$ cat src/rtl/ssut_pkg.sv
// Shared types, command and status codes for the sorted unique set table.
package ssut_pkg;

    localparam int SSUT_CAPACITY = 32;
    localparam int ENTRY_W       = 32;
    localparam int COUNT_W       = 6;

    localparam logic [1:0] MODE_INSERT = 2'd0;
    localparam logic [1:0] MODE_DELETE = 2'd1;
    localparam logic [1:0] MODE_SEARCH = 2'd2;
    localparam logic [1:0] MODE_DUMP   = 2'd3;

    localparam logic [2:0] ST_INSERTED = 3'd0;
    localparam logic [2:0] ST_DUP      = 3'd1;
    localparam logic [2:0] ST_REMOVED  = 3'd2;
    localparam logic [2:0] ST_ABSENT   = 3'd3;
    localparam logic [2:0] ST_FOUND    = 3'd4;
    localparam logic [2:0] ST_FULL     = 3'd5;
    localparam logic [2:0] ST_DUMP     = 3'd6;
    localparam logic [2:0] ST_EMPTY    = 3'd7;

    typedef logic signed [ENTRY_W-1:0] t_entry;

    typedef struct packed {
        logic [1:0] mode;
        t_entry     key_value;
    } t_cmd;

    typedef struct packed {
        logic [2:0]         status;
        t_entry             entry_value;
        logic [COUNT_W-1:0] entry_count;
        logic               last;
    } t_result;

endpackage

$ cat src/rtl/ssut_mem.sv
// Entry memory: one write port, one read port with registered read data.
module ssut_mem
    import ssut_pkg::*;
#(
    parameter int CAPACITY = SSUT_CAPACITY
) (
    input  logic                                   i_clk,
    input  logic                                   i_we,
    input  logic [(CAPACITY > 1 ? $clog2(CAPACITY) : 1)-1:0] i_waddr,
    input  t_entry                                 i_wdata,
    input  logic [(CAPACITY > 1 ? $clog2(CAPACITY) : 1)-1:0] i_raddr,
    output t_entry                                 o_rdata
);

    t_entry r_mem [CAPACITY];
    t_entry r_rdata;

    always_ff @(posedge i_clk) begin
        if (i_we) begin
            r_mem[i_waddr] <= i_wdata;
        end
        r_rdata <= r_mem[i_raddr];
    end

    assign o_rdata = r_rdata;

endmodule

$ cat src/rtl/ssut_ctrl.sv
// Command sequencer: ordered scan, shift up or down through memory, and dump.
module ssut_ctrl
    import ssut_pkg::*;
#(
    parameter int CAPACITY = SSUT_CAPACITY,
    localparam int AW = (CAPACITY > 1) ? $clog2(CAPACITY) : 1,
    localparam int CW = $clog2(CAPACITY + 1)
) (
    input  logic          i_clk,
    input  logic          i_rst_n,
    input  logic          i_start,
    input  t_cmd          i_cmd,
    output logic          o_busy,
    output logic          o_strobe,
    output t_result       o_result,
    output logic          o_we,
    output logic [AW-1:0] o_waddr,
    output t_entry        o_wdata,
    output logic [AW-1:0] o_raddr,
    input  t_entry        i_rdata
);

    typedef enum logic [2:0] {
        S_IDLE,
        S_SCAN,
        S_DECIDE,
        S_INS,
        S_DEL,
        S_DUMP
    } t_state;

    t_state        r_state, n_state;
    logic [CW-1:0] r_occ, n_occ;
    logic [CW-1:0] r_idx, n_idx;
    logic [CW-1:0] r_pi, n_pi;
    logic [CW-1:0] r_pos, n_pos;
    logic          r_pv, n_pv;
    logic          r_hit, n_hit;
    logic [1:0]    r_mode, n_mode;
    t_entry        r_key, n_key;
    logic          r_strb, n_strb;
    t_result       r_res, n_res;

    logic [CW-1:0] pi_inc, pi_dec, idx_inc, idx_dec, occ_inc, occ_dec;
    logic          less;

    assign pi_inc  = r_pi + 1'b1;
    assign pi_dec  = r_pi - 1'b1;
    assign idx_inc = r_idx + 1'b1;
    assign idx_dec = r_idx - 1'b1;
    assign occ_inc = r_occ + 1'b1;
    assign occ_dec = r_occ - 1'b1;
    assign less    = (i_rdata < r_key);

    always_comb begin
        n_state = r_state;
        n_occ   = r_occ;
        n_idx   = r_idx;
        n_pi    = r_pi;
        n_pos   = r_pos;
        n_pv    = r_pv;
        n_hit   = r_hit;
        n_mode  = r_mode;
        n_key   = r_key;
        n_strb  = 1'b0;
        n_res   = r_res;
        o_we    = 1'b0;
        o_waddr = pi_inc[AW-1:0];
        o_wdata = i_rdata;
        o_raddr = r_idx[AW-1:0];

        case (r_state)
            S_IDLE: begin
                if (i_start) begin
                    n_mode = i_cmd.mode;
                    n_key  = i_cmd.key_value;
                    n_idx  = '0;
                    n_pv   = 1'b0;
                    if (i_cmd.mode == MODE_DUMP) begin
                        if (r_occ == '0) begin
                            n_strb = 1'b1;
                            n_res  = '{status: ST_EMPTY, entry_value: '0,
                                       entry_count: COUNT_W'(r_occ), last: 1'b1};
                        end else begin
                            n_state = S_DUMP;
                        end
                    end else begin
                        n_state = S_SCAN;
                    end
                end
            end

            S_SCAN: begin
                if (r_idx < r_occ) begin
                    n_pv  = 1'b1;
                    n_idx = idx_inc;
                end else begin
                    n_pv = 1'b0;
                end
                if (r_pv && !less) begin
                    n_pos   = idx_dec;
                    n_hit   = (i_rdata == r_key);
                    n_pv    = 1'b0;
                    n_state = S_DECIDE;
                end else if (r_idx >= r_occ) begin
                    n_pos   = r_occ;
                    n_hit   = 1'b0;
                    n_pv    = 1'b0;
                    n_state = S_DECIDE;
                end
            end

            S_DECIDE: begin
                n_pv  = 1'b0;
                n_res = '{status: ST_ABSENT, entry_value: r_key,
                          entry_count: COUNT_W'(r_occ), last: 1'b1};
                case (r_mode)
                    MODE_INSERT: begin
                        if (r_hit) begin
                            n_strb         = 1'b1;
                            n_res.status   = ST_DUP;
                            n_state        = S_IDLE;
                        end else if (r_occ >= CW'(CAPACITY)) begin
                            n_strb         = 1'b1;
                            n_res.status   = ST_FULL;
                            n_state        = S_IDLE;
                        end else begin
                            n_idx   = r_occ;
                            n_state = S_INS;
                        end
                    end
                    MODE_DELETE: begin
                        if (r_hit) begin
                            n_idx   = r_pos + 1'b1;
                            n_state = S_DEL;
                        end else begin
                            n_strb  = 1'b1;
                            n_state = S_IDLE;
                        end
                    end
                    default: begin
                        n_strb       = 1'b1;
                        n_res.status = r_hit ? ST_FOUND : ST_ABSENT;
                        n_state      = S_IDLE;
                    end
                endcase
            end

            S_INS: begin
                if (r_pv) begin
                    o_we    = 1'b1;
                    o_waddr = pi_inc[AW-1:0];
                    o_wdata = i_rdata;
                end
                if (r_idx > r_pos) begin
                    o_raddr = idx_dec[AW-1:0];
                    n_pv    = 1'b1;
                    n_pi    = idx_dec;
                    n_idx   = idx_dec;
                end else begin
                    n_pv = 1'b0;
                    if (!r_pv) begin
                        o_we    = 1'b1;
                        o_waddr = r_pos[AW-1:0];
                        o_wdata = r_key;
                        n_occ   = occ_inc;
                        n_strb  = 1'b1;
                        n_res   = '{status: ST_INSERTED, entry_value: r_key,
                                    entry_count: COUNT_W'(occ_inc), last: 1'b1};
                        n_state = S_IDLE;
                    end
                end
            end

            S_DEL: begin
                if (r_pv) begin
                    o_we    = 1'b1;
                    o_waddr = pi_dec[AW-1:0];
                    o_wdata = i_rdata;
                end
                if (r_idx < r_occ) begin
                    n_pv  = 1'b1;
                    n_pi  = r_idx;
                    n_idx = idx_inc;
                end else begin
                    n_pv = 1'b0;
                    if (!r_pv) begin
                        n_occ   = occ_dec;
                        n_strb  = 1'b1;
                        n_res   = '{status: ST_REMOVED, entry_value: r_key,
                                    entry_count: COUNT_W'(occ_dec), last: 1'b1};
                        n_state = S_IDLE;
                    end
                end
            end

            S_DUMP: begin
                if (r_idx < r_occ) begin
                    n_pv  = 1'b1;
                    n_pi  = r_idx;
                    n_idx = idx_inc;
                end else begin
                    n_pv = 1'b0;
                end
                if (r_pv) begin
                    n_strb = 1'b1;
                    n_res  = '{status: ST_DUMP, entry_value: i_rdata,
                               entry_count: COUNT_W'(r_occ), last: (pi_inc == r_occ)};
                    if (pi_inc == r_occ) begin
                        n_pv    = 1'b0;
                        n_state = S_IDLE;
                    end
                end
            end

            default: begin
                n_state = S_IDLE;
                n_pv    = 1'b0;
            end
        endcase
    end

    always_ff @(posedge i_clk) begin
        if (!i_rst_n) begin
            r_state <= S_IDLE;
            r_occ   <= '0;
            r_pv    <= 1'b0;
            r_strb  <= 1'b0;
        end else begin
            r_state <= n_state;
            r_occ   <= n_occ;
            r_pv    <= n_pv;
            r_strb  <= n_strb;
        end
        r_idx  <= n_idx;
        r_pi   <= n_pi;
        r_pos  <= n_pos;
        r_hit  <= n_hit;
        r_mode <= n_mode;
        r_key  <= n_key;
        r_res  <= n_res;
    end

    assign o_busy   = (r_state != S_IDLE);
    assign o_strobe = r_strb;
    assign o_result = r_res;

endmodule

$ cat src/rtl/sorted_unique_set_table.sv
// Top level of the sorted unique set table: sequencer plus entry memory.
//
//  channel   | handshake             | payload
//  ----------+-----------------------+-----------------------------------
//  command   | start, busy           | i_cmd    (mode, key_value)
//  result    | o_strobe (no stall)   | o_result (status, entry_value,
//            |                       |           entry_count, last)
//
//  One command at a time; busy stays high until its last result is issued.
//  The registered memory read sets the pace; with n entries held and the
//  key found at slot p, search and failed insert/delete scale with p,
//  insert, delete and dump with n, and an empty dump gives one result without leaving idle.
//  Reset clears the state, the entry count and the valid and strobe flags; memory contents need no clearing.
//  Results appear for one cycle each; a dump streams one entry per cycle.
module sorted_unique_set_table
    import ssut_pkg::*;
#(
    parameter int CAPACITY = SSUT_CAPACITY
) (
    input  logic    i_clk,
    input  logic    i_rst_n,
    input  logic    start,
    input  t_cmd    i_cmd,
    output logic    busy,
    output logic    o_strobe,
    output t_result o_result
);

    localparam int AW = (CAPACITY > 1) ? $clog2(CAPACITY) : 1;

    logic          mem_we;
    logic [AW-1:0] mem_waddr;
    logic [AW-1:0] mem_raddr;
    t_entry        mem_wdata;
    t_entry        mem_rdata;

    ssut_ctrl #(
        .CAPACITY(CAPACITY)
    ) u_ctrl (
        .i_clk   (i_clk),
        .i_rst_n (i_rst_n),
        .i_start (start),
        .i_cmd   (i_cmd),
        .o_busy  (busy),
        .o_strobe(o_strobe),
        .o_result(o_result),
        .o_we    (mem_we),
        .o_waddr (mem_waddr),
        .o_wdata (mem_wdata),
        .o_raddr (mem_raddr),
        .i_rdata (mem_rdata)
    );

    ssut_mem #(
        .CAPACITY(CAPACITY)
    ) u_mem (
        .i_clk  (i_clk),
        .i_we   (mem_we),
        .i_waddr(mem_waddr),
        .i_wdata(mem_wdata),
        .i_raddr(mem_raddr),
        .o_rdata(mem_rdata)
    );

endmodule

$ cat config.mk
export PLATFORM = sky130hd
export DESIGN_NAME = sorted_unique_set_table
export DESIGN_NICKNAME = d
export VERILOG_FILES = /design/src/rtl/ssut_pkg.sv /design/src/rtl/ssut_mem.sv /design/src/rtl/ssut_ctrl.sv /design/src/rtl/sorted_unique_set_table.sv
export SDC_FILE = /design/constraint.sdc
export NUM_CORES = 1
export LEC_CHECK = 0
export BUFFER_PORTS_ARGS = -buffer_cell sky130_fd_sc_hd__buf_4
export CAP_MARGIN = 10
export CORE_MARGIN = 4
export CORE_UTILIZATION = 55
export DETAILED_ROUTE_END_ITERATION = 10
export PLACE_DENSITY = 0.78
export REMOVE_ABC_BUFFERS = 1
export SLEW_MARGIN = 20
export SYNTH_ARGS = -nofsm -noshare
export SYNTH_HDL_FRONTEND = slang
export SYNTH_HIERARCHICAL = 1
export SYNTH_SLANG_ARGS = --single-unit
$ cat constraint.sdc
create_clock -name i_clk -period 5.14 [get_ports i_clk]
set_input_delay 0.771 -clock i_clk [delete_from_list [all_inputs] [get_ports i_clk]]
set_output_delay 0.771 -clock i_clk [all_outputs]
set_load 0.02 [all_outputs]
==> run_results.csv, run 1 <==
group,metric,value,unit
layout,synthToLayoutAreaGrowth,13.3,%
yosys,synth_edf_count,1119,
sta,worst_clock_skew,0.0215,ns
route,ant_nets,0,
grt,grt_max_degree,87,
layout,drive_gt1_frac,0.144,
job,maxCapViolCount,0,
yosys,synthCells,2983,
place,portBuffers,80,
layout,final_cell_mix,"edfxtp_1, mux2i_1, buf_4, nand2_1, a21oi_1",
layout,fill_cells,5898,
sta,tightestPinTransition,1.10,ns
yosys,yosysWarnings,6,
clocking,cts_root_buf,"clkbuf_16",
route,wl_met3,13600,µm
route,wirelength_met1,47700,µm
sta,finalSetupViolCount,0,
sta,period_share,0.851,
outcome,status,"finished, final reports clean",
route,routedWlPerCell,28.3,µm
yosys,ys_types,63,
sta,report.final.slew_viol_count,0,
route,routed_wl,124000,µm
clocking,htree_levels,3,
clocking,cts_buffer_depth,3,
place,dp_hpwl,75900,µm
route,drc,0,
layout,layout_commonest_cell,"edfxtp_1",
route,wl_met2,57700,µm
sta,maxSlewHeadroom,0.256,
route,vias_per_cell,6.38,
grt,grt_pass1_wl,180000,µm
floorplan,initial_core_util,0.556,
grt,overflow,0,
grt,antenna_found_initial,3,
yosys,ys_ff_latch,1162,
clocking,holdBufCountCts,0,
sta,setup_ws,0.766,ns
floorplan,die-area,0.0911,mm²
place,gp_congestion,0.885,
yosys,ys.flop_type,"edfxtp_1",
yosys,syn_area,0.0475,mm²
pwr,powerDensity,606,mW/mm²
clocking,cts_resized,0,
clocking,clkLatencyLatePin,0.70,ns
pwr,p_leak,18.5,nW
clocking,numCtsBuffers,108,
floorplan,die_w,302,µm
layout,nNetsFinal,3222,
floorplan,dieHeight,302,µm
clocking,cts_tree,"done",
worst_setup_path,start_kind,"flip-flop",
floorplan,core,0.0854,mm²
worst_setup_path,cp-end-kind,"flip-flop",
pwr,finalPower,0.0327,W
worst_setup_path,crit_arrival,4.75,ns
yosys,synth-seq-area-share,0.725,
route,drtIter0Drc,3264,
worst_setup_path,crit_fanout,17,
sta,hold_viol,0,
grt,grtUsageTotal,0.268,
floorplan,num_rows,107,
clocking,clock_sinks,1162,
route,topRoutingLayerUsed,"met4",
floorplan,io_pins,81,
worst_setup_path,crit_required,5.51,ns
sta,fin_crit,4.37,ns
layout,final_util,0.630,
route,vias,27844,
route,drt_pass1_iterations,6,
grt,grt_pass1_vias,27573,
yosys,avgSynthCellArea,15.9,µm²
worst_hold_path,min_path_type,"in -> reg",
yosys,ys_async_sr_fraction,0,
clocking,cts_setup_buffers,0,
pwr,vdd.ir_drop.worst,0.471,mV
sta,timing.fmax,0.229,GHz
worst_setup_path,worstSetupPathType,"reg -> reg",
sta,rsz0062_at_grt,"no",
place,pre_cts_slack,0.858,ns
clocking,clk_pin_slew,0.07,ns
-- final timing paths --
kind	start	to	slack, ns	depth (start not counted)
hold reg to reg	u_mem/r_mem[26][29]	u_mem/o_rdata[29]	0.60	4
setup / recovery	u_ctrl/r_idx[0]	u_mem/r_mem[5][5]	0.77	14
hold / removal	i_cmd[16]	u_ctrl/r_key[16]	0.25	1
setup reg to reg	u_ctrl/r_idx[0]	u_mem/r_mem[5][5]	0.77	14
-- worst max-delay path, cell delays in order (launching register included) --
cell	delay [ns]
edfxtp_1	0.57
inv_1	0.23
ha_1	0.18
nor2b_1	0.05
o21a_1	0.16
o21ai_0	0.20
a21oi_1	0.13
nor2_1	0.32
nand2_1	0.16
a22oi_1	0.18
o21ai_0	0.31
nor2_1	0.20
nand2_1	0.25
nor2_4	0.68
buf_4	0.42
-- power by group --
part / internal, W / switching [W] / total, W
logic: 0.00369 / 0.00759 / 0.0113
registers: 0.0125 / 0.000575 / 0.0131
clock network: 0.00480 / 0.00347 / 0.00826
-- routing by layer --
layer,track usage,vias to the layer above
li1,-,11908
met1,0.363,13887
met2,0.424,1774
met3,0.0664,275
met4,0.104,0
met5,0,-
-- per-stage QoR --
stage	instances	cell area, µm²	hold slack (ns)	TNS, ns
after floorplan	2817	46600	0.545	-1163.31
after global placement	4164	50100	0.581	0
after detailed placement	4164	50100	0.588	0
after CTS	4364	53800	0.220	0
after global routing	4364	53800	0.231	0
final	4366	53900	0.251	0
-- cells by family after synthesis --
kind of cell / after synthesis / synth area share
flops: 1162 / 0.725
mux: 545 / 0.116
simple gates: 496 / 0.0473
compound gates: 464 / 0.0660
buf+inv: 225 / 0.0244
fa+ha+maj: 55 / 0.0145
xor+xnor: 36 / 0.00679
-- cell type report --
cell class	count	area [µm²]	share of cell area
Sequential cell	1162	34500	0.640
Clock inverter	48	681	0.0126
Clock buffer	152	3040	0.0564
Inverter	59	221	0.00411
Tap cell	1144	1430	0.0266
Antenna cell	2	5.00	0.0000929
Multi-Input combinational cell	1596	12200	0.226
Timing Repair Buffer	203	1820	0.0339
-- flip-flops by register name, indices dropped and copies added (netlist names) --
| register | flops |
|---|---|
| u_ctrl/o_result | 42 |
| u_ctrl/r_state | 3 |
| u_ctrl/r_pv | 1 |
| u_ctrl/r_idx | 6 |
| u_ctrl/r_hit | 1 |
| u_ctrl/r_pos | 6 |
| u_ctrl/r_key | 32 |
| u_mem/o_rdata | 32 |
| u_ctrl/r_pi | 6 |
| u_ctrl/o_strobe | 1 |
| u_ctrl/r_occ | 6 |
| u_mem/r_mem | 1024 |
| u_ctrl/r_mode | 2 |
-- synthesized netlist by cell type (all sizes together), types with 55 or more instances --
| library cell | instances | area [µm²] |
|---|---|---|
| inv | 58 | 218 |
| mux2i | 514 | 5140 |
| buf | 96 | 666 |
| a22oi | 134 | 1010 |
| a21oi | 141 | 706 |
| a22o | 65 | 569 |
| edfxtp | 1119 | 33600 |
| nand2 | 163 | 614 |
| nor2 | 119 | 449 |
| ha | 55 | 688 |
| clkbuf | 70 | 270 |
| nand3 | 118 | 591 |
No activity file was read; power rests on OpenSTA's default activity.
==> run 2: changes to the inputs <==
--- a/config.mk
+++ b/config.mk
@@ -10,8 +10,9 @@
 export CORE_MARGIN = 4
 export CORE_UTILIZATION = 55
 export DETAILED_ROUTE_END_ITERATION = 10
-export PLACE_DENSITY = 0.78
+export PLACE_DENSITY = 0.81
 export REMOVE_ABC_BUFFERS = 1
+export SKIP_LAST_GASP = 1
 export SLEW_MARGIN = 20
 export SYNTH_ARGS = -nofsm -noshare
 export SYNTH_HDL_FRONTEND = slang
==> constraint.sdc (replaced) <==
create_clock -name i_clk -period 3.9 [get_ports i_clk]
set_input_delay 0.585 -clock i_clk [delete_from_list [all_inputs] [get_ports i_clk]]
set_output_delay 0.585 -clock i_clk [all_outputs]
set_load 0.02 [all_outputs]
==> run 2 against run 1 <==
Worst setup slack got worse by 0.64 ns; global-route usage fell by 0.18 points; clock skew rose by 0.0037 ns; clock-buffer cell count fell by 18; worst hold slack got worse by 0.19 ns; cell area rose by 1.9%; total power rose by 33%; non-clock buffer count rose by 69; core utilization rose by 1.2 points; die area did not move; cell count rose by 1.6%; combinational power rose by 35%; critical endpoint is now u_mem/r_mem[17][27]; highest routed layer unchanged.
==> run_results.csv, run 2 (synthesized netlist as in run 1, its figures left out) <==
group,metric,value,unit
sta,period_share,0.967,
worst_setup_path,crit_arrival,4.15,ns
clocking,cts_resized,0,
layout,largest_register_ffs,1024,
floorplan,initial_core_util,0.556,
clocking,cts_tree,"done",
place,portBuffers,80,
clocking,cts_setup_buffers,0,
floorplan,die_w,302,µm
place,dp_cells,4233,
worst_setup_path,worstSetupPathType,"reg -> reg",
route,vias,28147,
worst_setup_path,critPathCapture,"u_mem/r_mem[17][27]",
grt,antenna_found_initial,1,
route,routedWlPerCell,27.5,µm
layout,nNetsFinal,3292,
route,routed_wl,122000,µm
grt,grt_busiest_layer,"met2",
sta,maxSlewHeadroom,0.276,
worst_setup_path,cp.depth,12,
grt,grt_pass1_vias,28271,
sta,report.final.slew_viol_count,0,
worst_setup_path,rr_worst_depth,12,
worst_setup_path,start_kind,"flip-flop",
sta,worst_clock_skew,0.0252,ns
grt,overflow,0,
grt,grt_pass1_wl,180000,µm
clocking,holdBufCountCts,0,
outcome,status,"finished, final reports clean",
worst_setup_path,rr_startpoint,"u_ctrl/r_pos[3]",
worst_setup_path,path_buf_inv,3,
worst_hold_path,min_path_type,"in -> reg",
route,drt_pass1_iterations,5,
sta,tightestPinTransition,1.08,ns
worst_setup_path,reg2reg_to,"u_mem/r_mem[17][27]",
worst_setup_path,crit_required,4.28,ns
layout,drive_gt1_frac,0.163,
worst_setup_path,crit_start,"u_ctrl/r_pos[3]",
clocking,clk_pin_slew,0.06,ns
floorplan,dieHeight,302,µm
sta,tns,0,ns
route,ant_nets,0,
floorplan,io_pins,81,
floorplan,num_rows,107,
grt,grt_use_met3,0.0533,
place,dp_hpwl,76400,µm
worst_setup_path,cp-end-kind,"flip-flop",
clocking,numCtsBuffers,109,
worst_setup_path,crit_fanout,24,
route,drc,0,
pwr,p_leak,19.0,nW
pwr,powerDensity,792,mW/mm²
worst_setup_path,cp_slowest_cell,"or3b_2",
layout,final_cell_mix,"edfxtp_1, mux2i_1, buf_4, nand2_1, a21oi_1",
sta,finalSetupViolCount,0,
sta,rsz0062_at_grt,"no",
sta,hold_viol,0,
layout,layout_commonest_cell,"edfxtp_1",
sta,timing.fmax,0.265,GHz
worst_setup_path,crit_family,"simple AND/OR/NAND/NOR gates",
clocking,cts_root_buf,"clkbuf_16",
grt,grtUsageTotal,0.266,
layout,synthToLayoutAreaGrowth,15.4,%
layout,fin_cells,4438,
worst_setup_path,path_cells,"inv_1, ha_1, nand4_1, o22ai_1, a21oi_1, nor2_1, mux2i_1, o21ai_0, buf_4, or3b_2, nor2_4, buf_12",
clocking,clkLatencyLatePin,0.70,ns
grt,use_met1,0.360,
clocking,clock_sinks,1162,
worst_setup_path,r2r_setup_slack,0.13,ns
layout,largest-register,"u_mem/r_mem",
route,vias_per_cell,6.34,
route,drtIter0Drc,3257,
floorplan,die-area,0.0911,mm²
clocking,cts_buffer_depth,3,
clocking,htree_levels,3,
grt,met2_usage,0.420,
pwr,vdd.ir_drop.worst,0.707,mV
floorplan,core,0.0854,mm²
place,gp_congestion,0.893,
sta,fin_crit,3.77,ns
job,maxCapViolCount,0,
layout,diodes,0,
grt,grt_max_degree,57,
worst_setup_path,cpPeakStageDelay,0.62,ns
==> run 2: how the worst min path moves through the flow <==
stage / from / to / slack (ns) / cells after the start
after floorplan: u_mem/o_rdata[0] / u_ctrl/o_result[7] / 0.55 / 2
after global placement: u_mem/r_mem[10][1] / u_mem/o_rdata[1] / 0.58 / 4
after CTS: i_cmd[11] / u_ctrl/r_key[11] / 0.02 / 1
after detailed placement: u_mem/r_mem[10][1] / u_mem/o_rdata[1] / 0.59 / 4
after global routing: i_cmd[11] / u_ctrl/r_key[11] / 0.03 / 1
final: i_cmd[1] / u_ctrl/r_key[1] / 0.06 / 1
==> run 2: final cells by class <==
type                            count  area (µm²)
Inverter                           59         221
Clock buffer                      134        2900
Sequential cell                  1162       34500
Multi-Input combinational cell   1596       12200
Fill cell                        5677       30600
Timing Repair Buffer              272        2810
Clock inverter                     71         837
Tap cell                         1144        1430
==> run 2: worst register-to-register path, stage by stage (launching register included) <==
cell,delay [ns]
edfxtp_1,0.42
inv_1,0.12
ha_1,0.32
nand4_1,0.13
o22ai_1,0.32
a21oi_1,0.10
nor2_1,0.33
mux2i_1,0.22
o21ai_0,0.19
buf_4,0.24
or3b_2,0.62
nor2_4,0.21
buf_12,0.22
==> run 2: power by group <==
group          internal [W]  total, W  leakage [nW]  switching (W)
Sequential           0.0165    0.0172          10.5       0.000664
Clock               0.00637    0.0110          1.83        0.00458
Combinational       0.00538    0.0153          6.67        0.00995
Total                0.0283    0.0435          19.0         0.0152
==> run 2: layer usage <==
layer  part of all wire  wire [µm]  vias up
li1                   -          -    12031
met1               0.38      46200    14051
met2               0.47      57000     1753
met3               0.10      12800      312
met4              0.050       6070        0
met5                  0          0        -
==> run 2: per-stage QoR <==
stage	hold slack [ns]	utilization	setup WS (ns)	power, W	cell area [µm²]
2_1_floorplan	0.545	-	-37.59	0.0254	46600
3_3_place_gp	0.584	0.598	0.208	0.0319	51100
3_5_place_dp	0.588	0.598	0.208	0.0324	51100
4_1_cts	0.0206	0.642	0.170	0.0434	54800
5_1_grt	0.0335	0.642	0.0251	0.0451	54800
6_report	0.0566	0.642	0.130	0.0435	54800
